**src/design/lfpd_pkg.sv**
```systemverilog
// shared constants, types and helpers of the line follower pid drive
package lfpd_pkg;

    localparam int NUM_SENSORS = 8;
    localparam int SAMPLE_BITS = 8;
    localparam int SUM_BITS    = 24;

    localparam int IDX_W      = $clog2(NUM_SENSORS);
    localparam int ERR_W      = IDX_W + 1;
    localparam int DIF_W      = ERR_W + 1;
    localparam int GAIN_W     = 24;
    localparam int DRV_W      = 16;
    localparam int P_W        = GAIN_W + 1 + ERR_W;
    localparam int D_W        = GAIN_W + 1 + DIF_W;
    localparam int I_W        = GAIN_W + 1 + SUM_BITS;
    localparam int ACC_W      = I_W + 2;
    localparam int ROUND_SHIFT = 8;
    localparam int PID_W      = ACC_W - ROUND_SHIFT;
    localparam int DSUM_W     = PID_W + 1;

    localparam int SAMPLES_W    = NUM_SENSORS * SAMPLE_BITS;
    localparam int IN_TDATA_W   = ((SAMPLES_W + 7) / 8) * 8;
    localparam int OUT_FIELDS_W = 2 * DRV_W + IDX_W + ERR_W;
    localparam int OUT_TDATA_W  = ((OUT_FIELDS_W + 7) / 8) * 8;

    localparam int APB_ADDR_W = 4;
    localparam int APB_DATA_W = 32;
    localparam int REG_SEL_W  = 2;

    localparam logic [REG_SEL_W-1:0] REG_BASE_SPEED = 2'd0;
    localparam logic [REG_SEL_W-1:0] REG_PROP_GAIN  = 2'd1;
    localparam logic [REG_SEL_W-1:0] REG_DERIV_GAIN = 2'd2;
    localparam logic [REG_SEL_W-1:0] REG_INTEG_GAIN = 2'd3;

    localparam logic signed [DRV_W-1:0] BASE_SPEED_RST = 16'sd5120;
    localparam logic [GAIN_W-1:0] PROP_GAIN_RST  = 24'd936229;
    localparam logic [GAIN_W-1:0] DERIV_GAIN_RST = 24'd46811;
    localparam logic [GAIN_W-1:0] INTEG_GAIN_RST = 24'd94;

    localparam logic signed [SUM_BITS:0] SUM_MAX =
        (SUM_BITS+1)'((64'sd1 <<< (SUM_BITS - 1)) - 64'sd1);
    localparam logic signed [SUM_BITS:0] SUM_MIN =
        (SUM_BITS+1)'(-(64'sd1 <<< (SUM_BITS - 1)));

    localparam logic signed [ACC_W-1:0] ROUND_BIAS = ACC_W'(128);

    localparam logic signed [DSUM_W-1:0] DRV_MAX = DSUM_W'(32767);
    localparam logic signed [DSUM_W-1:0] DRV_MIN = DSUM_W'(-32768);

    typedef struct packed {
        logic signed [DRV_W-1:0] base_speed;
        logic [GAIN_W-1:0]       prop_gain;
        logic [GAIN_W-1:0]       deriv_gain;
        logic [GAIN_W-1:0]       integ_gain;
    } t_cfg;

    typedef struct packed {
        logic [IDX_W-1:0]           idx;
        logic signed [ERR_W-1:0]    err;
        logic signed [DIF_W-1:0]    diff;
        logic signed [SUM_BITS-1:0] sum;
    } t_err_item;

    function automatic logic signed [DRV_W-1:0] sat_drive(input logic signed [DSUM_W-1:0] v);
        logic signed [DRV_W-1:0] res;
        if (v > DRV_MAX) begin
            res = DRV_MAX[DRV_W-1:0];
        end else if (v < DRV_MIN) begin
            res = DRV_MIN[DRV_W-1:0];
        end else begin
            res = v[DRV_W-1:0];
        end
        return res;
    endfunction

endpackage

```
**src/design/lfpd_cfg.sv**
```systemverilog
// apb register file holding drive speed and pid gains
module lfpd_cfg (
    input  logic                            i_clk,
    input  logic                            i_rst_n,
    input  logic                            psel,
    input  logic                            penable,
    input  logic                            pwrite,
    input  logic [lfpd_pkg::APB_ADDR_W-1:0] paddr,
    input  logic [lfpd_pkg::APB_DATA_W-1:0] pwdata,
    output logic [lfpd_pkg::APB_DATA_W-1:0] prdata,
    output logic                            pready,
    output lfpd_pkg::t_cfg                  o_cfg
);
    import lfpd_pkg::*;

    t_cfg                 r_cfg;
    logic                 wr_en;
    logic [REG_SEL_W-1:0] sel;

    assign pready = 1'b1;
    assign wr_en  = psel && penable && pwrite && pready;
    assign sel    = paddr[REG_SEL_W+1:2];
    assign o_cfg  = r_cfg;

    always_ff @(posedge i_clk) begin
        if (!i_rst_n) begin
            r_cfg.base_speed <= BASE_SPEED_RST;
            r_cfg.prop_gain  <= PROP_GAIN_RST;
            r_cfg.deriv_gain <= DERIV_GAIN_RST;
            r_cfg.integ_gain <= INTEG_GAIN_RST;
        end else if (wr_en) begin
            case (sel)
                REG_BASE_SPEED: r_cfg.base_speed <= pwdata[DRV_W-1:0];
                REG_PROP_GAIN:  r_cfg.prop_gain  <= pwdata[GAIN_W-1:0];
                REG_DERIV_GAIN: r_cfg.deriv_gain <= pwdata[GAIN_W-1:0];
                REG_INTEG_GAIN: r_cfg.integ_gain <= pwdata[GAIN_W-1:0];
                default: ;
            endcase
        end
    end

    always_comb begin
        case (sel)
            REG_BASE_SPEED: prdata = APB_DATA_W'(unsigned'(r_cfg.base_speed));
            REG_PROP_GAIN:  prdata = APB_DATA_W'(r_cfg.prop_gain);
            REG_DERIV_GAIN: prdata = APB_DATA_W'(r_cfg.deriv_gain);
            REG_INTEG_GAIN: prdata = APB_DATA_W'(r_cfg.integ_gain);
            default:        prdata = '0;
        endcase
    end

endmodule

```
**src/design/lfpd_err.sv**
```systemverilog
// sample register, darkest sensor search, error and saturating integrator
module lfpd_err (
    input  logic                           i_clk,
    input  logic                           i_rst_n,
    input  logic                           i_valid,
    output logic                           o_ready,
    input  logic [lfpd_pkg::SAMPLES_W-1:0] i_samples,
    output logic                           o_valid,
    input  logic                           i_ready,
    output lfpd_pkg::t_err_item            o_item
);
    import lfpd_pkg::*;

    logic                        r_in_valid;
    logic [SAMPLES_W-1:0]        r_samples;
    logic                        r_b_valid;
    t_err_item                   r_b_item;
    logic signed [ERR_W-1:0]     r_prev_error;
    logic signed [SUM_BITS-1:0]  r_error_sum;

    logic                        b_ready;
    logic                        a_fire;
    logic [IDX_W-1:0]            idx;
    logic signed [ERR_W:0]       err_wide;
    logic signed [ERR_W-1:0]     err;
    logic signed [DIF_W-1:0]     diff;
    logic signed [SUM_BITS:0]    sum_wide;
    logic signed [SUM_BITS-1:0]  n_error_sum;

    assign b_ready = !r_b_valid || i_ready;
    assign a_fire  = r_in_valid && b_ready;
    assign o_ready = !r_in_valid || b_ready;
    assign o_valid = r_b_valid;
    assign o_item  = r_b_item;

    // strict compare keeps the first maximum, all zero gives index zero
    always_comb begin
        logic [SAMPLE_BITS-1:0] best;
        logic [SAMPLE_BITS-1:0] cur;
        best = '0;
        idx  = '0;
        for (int k = 0; k < NUM_SENSORS; k++) begin
            cur = r_samples[k*SAMPLE_BITS +: SAMPLE_BITS];
            if (cur > best) begin
                best = cur;
                idx  = IDX_W'(k);
            end
        end
    end

    always_comb begin
        err_wide = $signed({1'b0, idx, 1'b0}) - $signed((ERR_W+1)'(NUM_SENSORS - 1));
        err      = err_wide[ERR_W-1:0];
        diff     = DIF_W'(err) - DIF_W'(r_prev_error);
        sum_wide = (SUM_BITS+1)'(r_error_sum) + (SUM_BITS+1)'(err);
        if (sum_wide > SUM_MAX) begin
            n_error_sum = SUM_MAX[SUM_BITS-1:0];
        end else if (sum_wide < SUM_MIN) begin
            n_error_sum = SUM_MIN[SUM_BITS-1:0];
        end else begin
            n_error_sum = sum_wide[SUM_BITS-1:0];
        end
    end

    always_ff @(posedge i_clk) begin
        if (!i_rst_n) begin
            r_in_valid   <= 1'b0;
            r_b_valid    <= 1'b0;
            r_prev_error <= '0;
            r_error_sum  <= '0;
        end else begin
            if (i_valid && o_ready) begin
                r_in_valid <= 1'b1;
            end else if (a_fire) begin
                r_in_valid <= 1'b0;
            end
            if (a_fire) begin
                r_b_valid    <= 1'b1;
                r_prev_error <= err;
                r_error_sum  <= n_error_sum;
            end else if (i_ready) begin
                r_b_valid <= 1'b0;
            end
        end
    end

    always_ff @(posedge i_clk) begin
        if (i_valid && o_ready) begin
            r_samples <= i_samples;
        end
        if (a_fire) begin
            r_b_item.idx  <= idx;
            r_b_item.err  <= err;
            r_b_item.diff <= diff;
            r_b_item.sum  <= n_error_sum;
        end
    end

endmodule

```
**src/design/lfpd_pid.sv**
```systemverilog
// pid products, rounding and drive saturation with output register
module lfpd_pid (
    input  logic                          i_clk,
    input  logic                          i_rst_n,
    input  lfpd_pkg::t_cfg                i_cfg,
    input  logic                          i_valid,
    output logic                          o_ready,
    input  lfpd_pkg::t_err_item           i_item,
    output logic                          o_valid,
    input  logic                          i_ready,
    output logic signed [lfpd_pkg::DRV_W-1:0] o_left_drive,
    output logic signed [lfpd_pkg::DRV_W-1:0] o_right_drive,
    output logic [lfpd_pkg::IDX_W-1:0]    o_darkest_index,
    output logic signed [lfpd_pkg::ERR_W-1:0] o_line_error
);
    import lfpd_pkg::*;

    logic                     r_c_valid;
    logic signed [P_W-1:0]    r_prod_p;
    logic signed [D_W-1:0]    r_prod_d;
    logic signed [I_W-1:0]    r_prod_i;
    logic [IDX_W-1:0]         r_c_idx;
    logic signed [ERR_W-1:0]  r_c_err;

    logic                     r_o_valid;
    logic signed [DRV_W-1:0]  r_left;
    logic signed [DRV_W-1:0]  r_right;
    logic [IDX_W-1:0]         r_idx;
    logic signed [ERR_W-1:0]  r_err;

    logic                     out_ready;
    logic                     c_fire;
    logic                     b_fire;
    logic signed [P_W-1:0]    prod_p;
    logic signed [D_W-1:0]    prod_d;
    logic signed [I_W-1:0]    prod_i;
    logic signed [ACC_W-1:0]  acc;
    logic signed [PID_W-1:0]  pid;
    logic signed [DSUM_W-1:0] base_ext;
    logic signed [DSUM_W-1:0] left_sum;
    logic signed [DSUM_W-1:0] right_sum;

    assign out_ready = !r_o_valid || i_ready;
    assign c_fire    = r_c_valid && out_ready;
    assign o_ready   = !r_c_valid || out_ready;
    assign b_fire    = i_valid && o_ready;

    assign o_valid         = r_o_valid;
    assign o_left_drive    = r_left;
    assign o_right_drive   = r_right;
    assign o_darkest_index = r_idx;
    assign o_line_error    = r_err;

    always_comb begin
        prod_p = $signed({1'b0, i_cfg.prop_gain}) * i_item.err;
        prod_d = $signed({1'b0, i_cfg.deriv_gain}) * i_item.diff;
        prod_i = $signed({1'b0, i_cfg.integ_gain}) * i_item.sum;
    end

    // round half up to q8.8: bias then keep the upper bits (floor)
    always_comb begin
        acc       = ACC_W'(r_prod_p) + ACC_W'(r_prod_d) + ACC_W'(r_prod_i) + ROUND_BIAS;
        pid       = acc[ACC_W-1:ROUND_SHIFT];
        base_ext  = DSUM_W'(i_cfg.base_speed);
        left_sum  = base_ext + DSUM_W'(pid);
        right_sum = base_ext - DSUM_W'(pid);
    end

    always_ff @(posedge i_clk) begin
        if (!i_rst_n) begin
            r_c_valid <= 1'b0;
            r_o_valid <= 1'b0;
        end else begin
            if (b_fire) begin
                r_c_valid <= 1'b1;
            end else if (out_ready) begin
                r_c_valid <= 1'b0;
            end
            if (c_fire) begin
                r_o_valid <= 1'b1;
            end else if (i_ready) begin
                r_o_valid <= 1'b0;
            end
        end
    end

    always_ff @(posedge i_clk) begin
        if (b_fire) begin
            r_prod_p <= prod_p;
            r_prod_d <= prod_d;
            r_prod_i <= prod_i;
            r_c_idx  <= i_item.idx;
            r_c_err  <= i_item.err;
        end
        if (c_fire) begin
            r_left  <= sat_drive(left_sum);
            r_right <= sat_drive(right_sum);
            r_idx   <= r_c_idx;
            r_err   <= r_c_err;
        end
    end

endmodule

```
**src/design/line_follower_pid_drive.sv**
```systemverilog
// top level of the line follower pid drive
// Each item is one frame of eight 8-bit line-sensor samples (s0 in the lowest
// byte of s_axis_tdata). The block finds the first darkest sensor, forms the
// error 2*index-7, keeps the previous error and a saturating 24-bit error sum,
// and returns left = base+pid and right = base-pid in signed Q8.8, saturated,
// together with the index and the error. One item is taken every clock cycle
// while m_axis_tready does not stall the output; each result passes the four
// register levels: sample register, error/integrator register, product
// register and output register. The integrator state updates only in the
// error/integrator register, fed from the sample register, which bounds the loop.
// The user must write gains and base speed over the apb port while the block is idle; the block does not enforce it.
module line_follower_pid_drive (
    input  logic                                i_clk,
    input  logic                                i_rst_n,
    input  logic                                psel,
    input  logic                                penable,
    input  logic                                pwrite,
    input  logic [lfpd_pkg::APB_ADDR_W-1:0]     paddr,
    input  logic [lfpd_pkg::APB_DATA_W-1:0]     pwdata,
    output logic [lfpd_pkg::APB_DATA_W-1:0]     prdata,
    output logic                                pready,
    input  logic                                s_axis_tvalid,
    output logic                                s_axis_tready,
    // s0, s1, s2, s3, s4, s5, s6, s7
    input  logic [lfpd_pkg::IN_TDATA_W-1:0]     s_axis_tdata,
    output logic                                m_axis_tvalid,
    input  logic                                m_axis_tready,
    // left_drive, right_drive, darkest_index, line_error, zero fill
    output logic [lfpd_pkg::OUT_TDATA_W-1:0]    m_axis_tdata
);
    import lfpd_pkg::*;

    t_cfg                    cfg;
    logic                    err_valid;
    logic                    err_ready;
    t_err_item               err_item;
    logic signed [DRV_W-1:0] left_drive;
    logic signed [DRV_W-1:0] right_drive;
    logic [IDX_W-1:0]        darkest_index;
    logic signed [ERR_W-1:0] line_error;

    lfpd_cfg u_cfg (
        .i_clk   (i_clk),
        .i_rst_n (i_rst_n),
        .psel    (psel),
        .penable (penable),
        .pwrite  (pwrite),
        .paddr   (paddr),
        .pwdata  (pwdata),
        .prdata  (prdata),
        .pready  (pready),
        .o_cfg   (cfg)
    );

    lfpd_err u_err (
        .i_clk     (i_clk),
        .i_rst_n   (i_rst_n),
        .i_valid   (s_axis_tvalid),
        .o_ready   (s_axis_tready),
        .i_samples (s_axis_tdata[SAMPLES_W-1:0]),
        .o_valid   (err_valid),
        .i_ready   (err_ready),
        .o_item    (err_item)
    );

    lfpd_pid u_pid (
        .i_clk           (i_clk),
        .i_rst_n         (i_rst_n),
        .i_cfg           (cfg),
        .i_valid         (err_valid),
        .o_ready         (err_ready),
        .i_item          (err_item),
        .o_valid         (m_axis_tvalid),
        .i_ready         (m_axis_tready),
        .o_left_drive    (left_drive),
        .o_right_drive   (right_drive),
        .o_darkest_index (darkest_index),
        .o_line_error    (line_error)
    );

    assign m_axis_tdata = OUT_TDATA_W'({line_error, darkest_index, right_drive, left_drive});

endmodule
```
**config.mk**
```make
export PLATFORM = sky130hd
export DESIGN_NAME = line_follower_pid_drive
export DESIGN_NICKNAME = d
export VERILOG_FILES = /design/src/design/lfpd_pkg.sv /design/src/design/lfpd_cfg.sv /design/src/design/lfpd_err.sv /design/src/design/lfpd_pid.sv /design/src/design/line_follower_pid_drive.sv
export SDC_FILE = /design/constraint.sdc
export NUM_CORES = 2
export LEC_CHECK = 0
export ABC_AREA = 1
export BUFFER_PORTS_ARGS = -buffer_cell sky130_fd_sc_hd__buf_2
export CAP_MARGIN = 20
export CORE_UTILIZATION = 52
export DETAILED_ROUTE_END_ITERATION = 10
export GPL_TIMING_DRIVEN = 0
export PLACE_DENSITY = 0.69
export SETUP_SLACK_MARGIN = 0.4
export SLEW_MARGIN = 20
export SYNTH_ARGS = -nofsm -noshare
export SYNTH_HDL_FRONTEND = slang
export SYNTH_HIERARCHICAL = 1
export SYNTH_SLANG_ARGS = --single-unit
```
**constraint.sdc**
```tcl
create_clock -name i_clk -period 13.5 [get_ports i_clk]
set_input_delay 0 -clock i_clk [delete_from_list [all_inputs] [get_ports i_clk]]
set_output_delay 0 -clock i_clk [all_outputs]
set_load 0.005 [all_outputs]
```
==> metrics <==
status completed; CP endpoint kind register; Tmin final 12.18 ns; IO buf count around 160; CP most frequent cell nand2_1; layout cells sized above 1 7.782%; Final Max Tran Viols 0; Placer Congestion 1.009; Slew HR approximately a fifth; Die H ~330 µm; largest net degree at the start of global routing between 80 and 90; synth top area cells fa_1 23%, nand2_1 14%, edfxtp_1 13%; Clk pin slew, worst setup/hold paths ~0.06 ns; grt ovf 0; Total Routing Usage GR ~36%; Final setup viols 0; type of the worst setup path reg2reg; Filler cells 9847; CTS Buf Count 47; Startpoint Class register; DR vias around 50000; dpl hpwl between 150 and 200 mm; Critical Path RT between 10 and 15 ns; fin crit share 90.24%; worst stage delay on the critical path about 0.40 ns; Cell variety after synth just under 70; initial core utilization 52.77%; Worst-Margin Slew between 1 and 1.5 ns; GR Util met3 7.200%; Yosys top cell area share between 20% and 30%; Layout area overhead 10.53%; commonest cells after routing, fill and taps aside 2047 x nand2_1, 1605 x inv_1, 645 x fa_1, 576 x ha_1, 515 x nor2_1; highest clock rate 82.08 MHz; first-pass GRT wire length roughly 290 mm; WL/cell 20.85 µm; grt met2 use 60.61%; antenna-violating nets left 0; clock root buffer clkbuf_16; Detailed Routing Iterations Pass 1 6; multi-input logic area about 0.039 mm²; # rows approximately 120; maximum clock path buffer count 3; Syn Inst Count around 7400; Std-Cell Core Area approximately 0.11 mm²; Die Wd about 330 µm; Final Net Count 9135; Worst EP arrival between 10 and 15 ns; Primary FF master, synth edfxtp_1; TNS Setup 0 ns; Finished Core Util 58.32%; Post-synth EDFFs between 200 and 300; sequential standard cell area between 0.009 and 0.01 mm²; htree depth 2; RSZ-0062 raised after global routing no; most common cell after layout, fill and taps aside nand2_1; ys async rst share 0%; Avg Cell Area, Syn 7.500 µm²; register area share after synthesis roughly 18%; initial antenna violation count 8; Slowest cell on crit path edfxtp_1; cell area after synthesis 0.05586 mm²; drt first-iter violations 3873; most used routing layer met2; clk sinks ~370; I/O pins about 180; later-pin clock latency in the skew report roughly 0.68 ns; Yosys warning count 6; max-cap violation count 0; routed wire length 192.5 mm; Via density about 5.4; Seq cells post-synth 371; dominant cell type by area after synthesis fa_1; GR Util met1 42.21%; largest fanout on the critical path 10; die area roughly 0.11 mm²; TritonCTS clock tree done; vias in the first global route 50600; DRC 0; clk_skew between 0.06 and 0.07 ns; HP Class in2reg; endpoints failing hold 0
## path summary, 6_finish.rpt
path | from | to | slack, ns | cells after the start
max | u_err/r_samples[13] | u_err/o_item[18] | 1.32 | 83
min | s_axis_tdata[31] | u_err/r_samples[31] | 0.03 | 2
max reg2reg | u_err/r_samples[13] | u_err/o_item[18] | 1.32 | 83
min reg2reg | u_pid/r_c_err[0] | u_pid/o_line_error[0] | 0.42 | 0
## layout make-up
type,count,share of cell area [%]
clock inverter,36,0.7195
buffer,229,1.905
timing repair inverter,2,0.02432
multi-input combinational,5222,62.96
antenna,5,0.02027
timing repair buffer,294,3.551
inverter,1633,9.947
tap,1391,2.819
sequential,371,16.11
clock buffer,52,1.952
## worst max-delay path: cells and delay by family (launching register included)
kind            cells  cell delay (ns)
fa+ha+maj           8             2.43
buf+inv            13             2.03
xor+xnor            1             0.20
simple gates       36             3.31
flops               1             0.40
compound gates     25             3.66
## state kept, by name, indices dropped and copies added, names as in the netlist
name,count
u_cfg/o_cfg,88
u_err/o_item,33
u_err/o_valid,1
u_err/r_error_sum,24
u_err/r_in_valid,1
u_err/r_prev_error,4
u_err/r_samples,64
u_pid/o_darkest_index,3
u_pid/o_left_drive,16
u_pid/o_line_error,4
u_pid/o_right_drive,16
u_pid/o_valid,1
u_pid/r_c_err,4
u_pid/r_c_idx,3
u_pid/r_c_valid,1
u_pid/r_prod_d,30
u_pid/r_prod_i,49
u_pid/r_prod_p,29
## cell families (layout without fill, tap and decap cells)
family / count (synthesis) / in the layout / share of synthesized area, %
simple gates: 3146 / 3146 / 23.40
buf+inv: 1862 / 2246 / 13.02
flops: 371 / 371 / 17.79
compound gates: 649 / 649 / 6.583
other cells: 4 / 16 / 0.02687
fa+ha+maj: 1229 / 1229 / 36.19
xor+xnor: 187 / 187 / 2.986
## what timing repair did
action / CTS / global route
hold buffers: 106 / 0
endpoints found under the setup margin: 48 / 48
buffers inserted: 0 / 19
cloned: 1 / 1
pin swaps: 0 / 18
hold endpoints to repair: 194 / 0
gates resized for setup: 6 / 66
## synthesized netlist by cell type (3+ instances only)
cell and count:
ha_1 583, o21ai_0 173, conb_1 4, nand2_2 27, fa_1 645, a211oi_1 7
nor2_2 31, buf_4 33, inv_1 1608, and2_1 4, buf_6 13, o211ai_1 5
dfxtp_1 120, and3_1 5, nor3_1 33, a21boi_0 6, a21oi_2 5, a31oi_1 40
nand4_1 68, or2_2 70, nand2_1 2048, nor2_1 517, a21o_1 13, nand3_2 22
o21ai_1 13, o221ai_1 7, nor2_4 4, inv_2 23, nand2_4 5, o21ai_2 13
xor2_2 4, xor2_1 126, nand3b_1 4, clkbuf_1 137, buf_2 36, buf_1 9
o211a_1 3, o21a_1 12, nor4_1 15, nor3_2 5, o21bai_1 27, xnor2_1 57
edfxtp_1 251, nand3_1 278, a21oi_1 311
## per-layer routing
layer  share of wire (%)  up-vias
met5               0.030        -
met4                 6.9        8
met3                 7.9      562
met2                  47     2115
met1                  38    23880
li1                    -    23460
## stage by stage
| step | worst slack [ns] | std cells | hold WS [ns] | instance area [µm²] |
|---|---|---|---|---|
| finish | 1.317 | 9235 | 0.03131 | 61740 |
| CTS | 0.4537 | 9210 | 0.002371 | 61360 |
| detailed placement | -0.3530 | 9015 | 0.1781 | 58640 |
| global route | 0.2990 | 9230 | 0.02494 | 61730 |
| floorplan | 2.087 | 7455 | 0.09887 | 55880 |
| global placement | -0.3112 | 9007 | 0.1762 | 58430 |
Power is left out: the tool's default activity adds up to more than one toggle a clock period on the data nets, which glitch-free logic cannot reach.
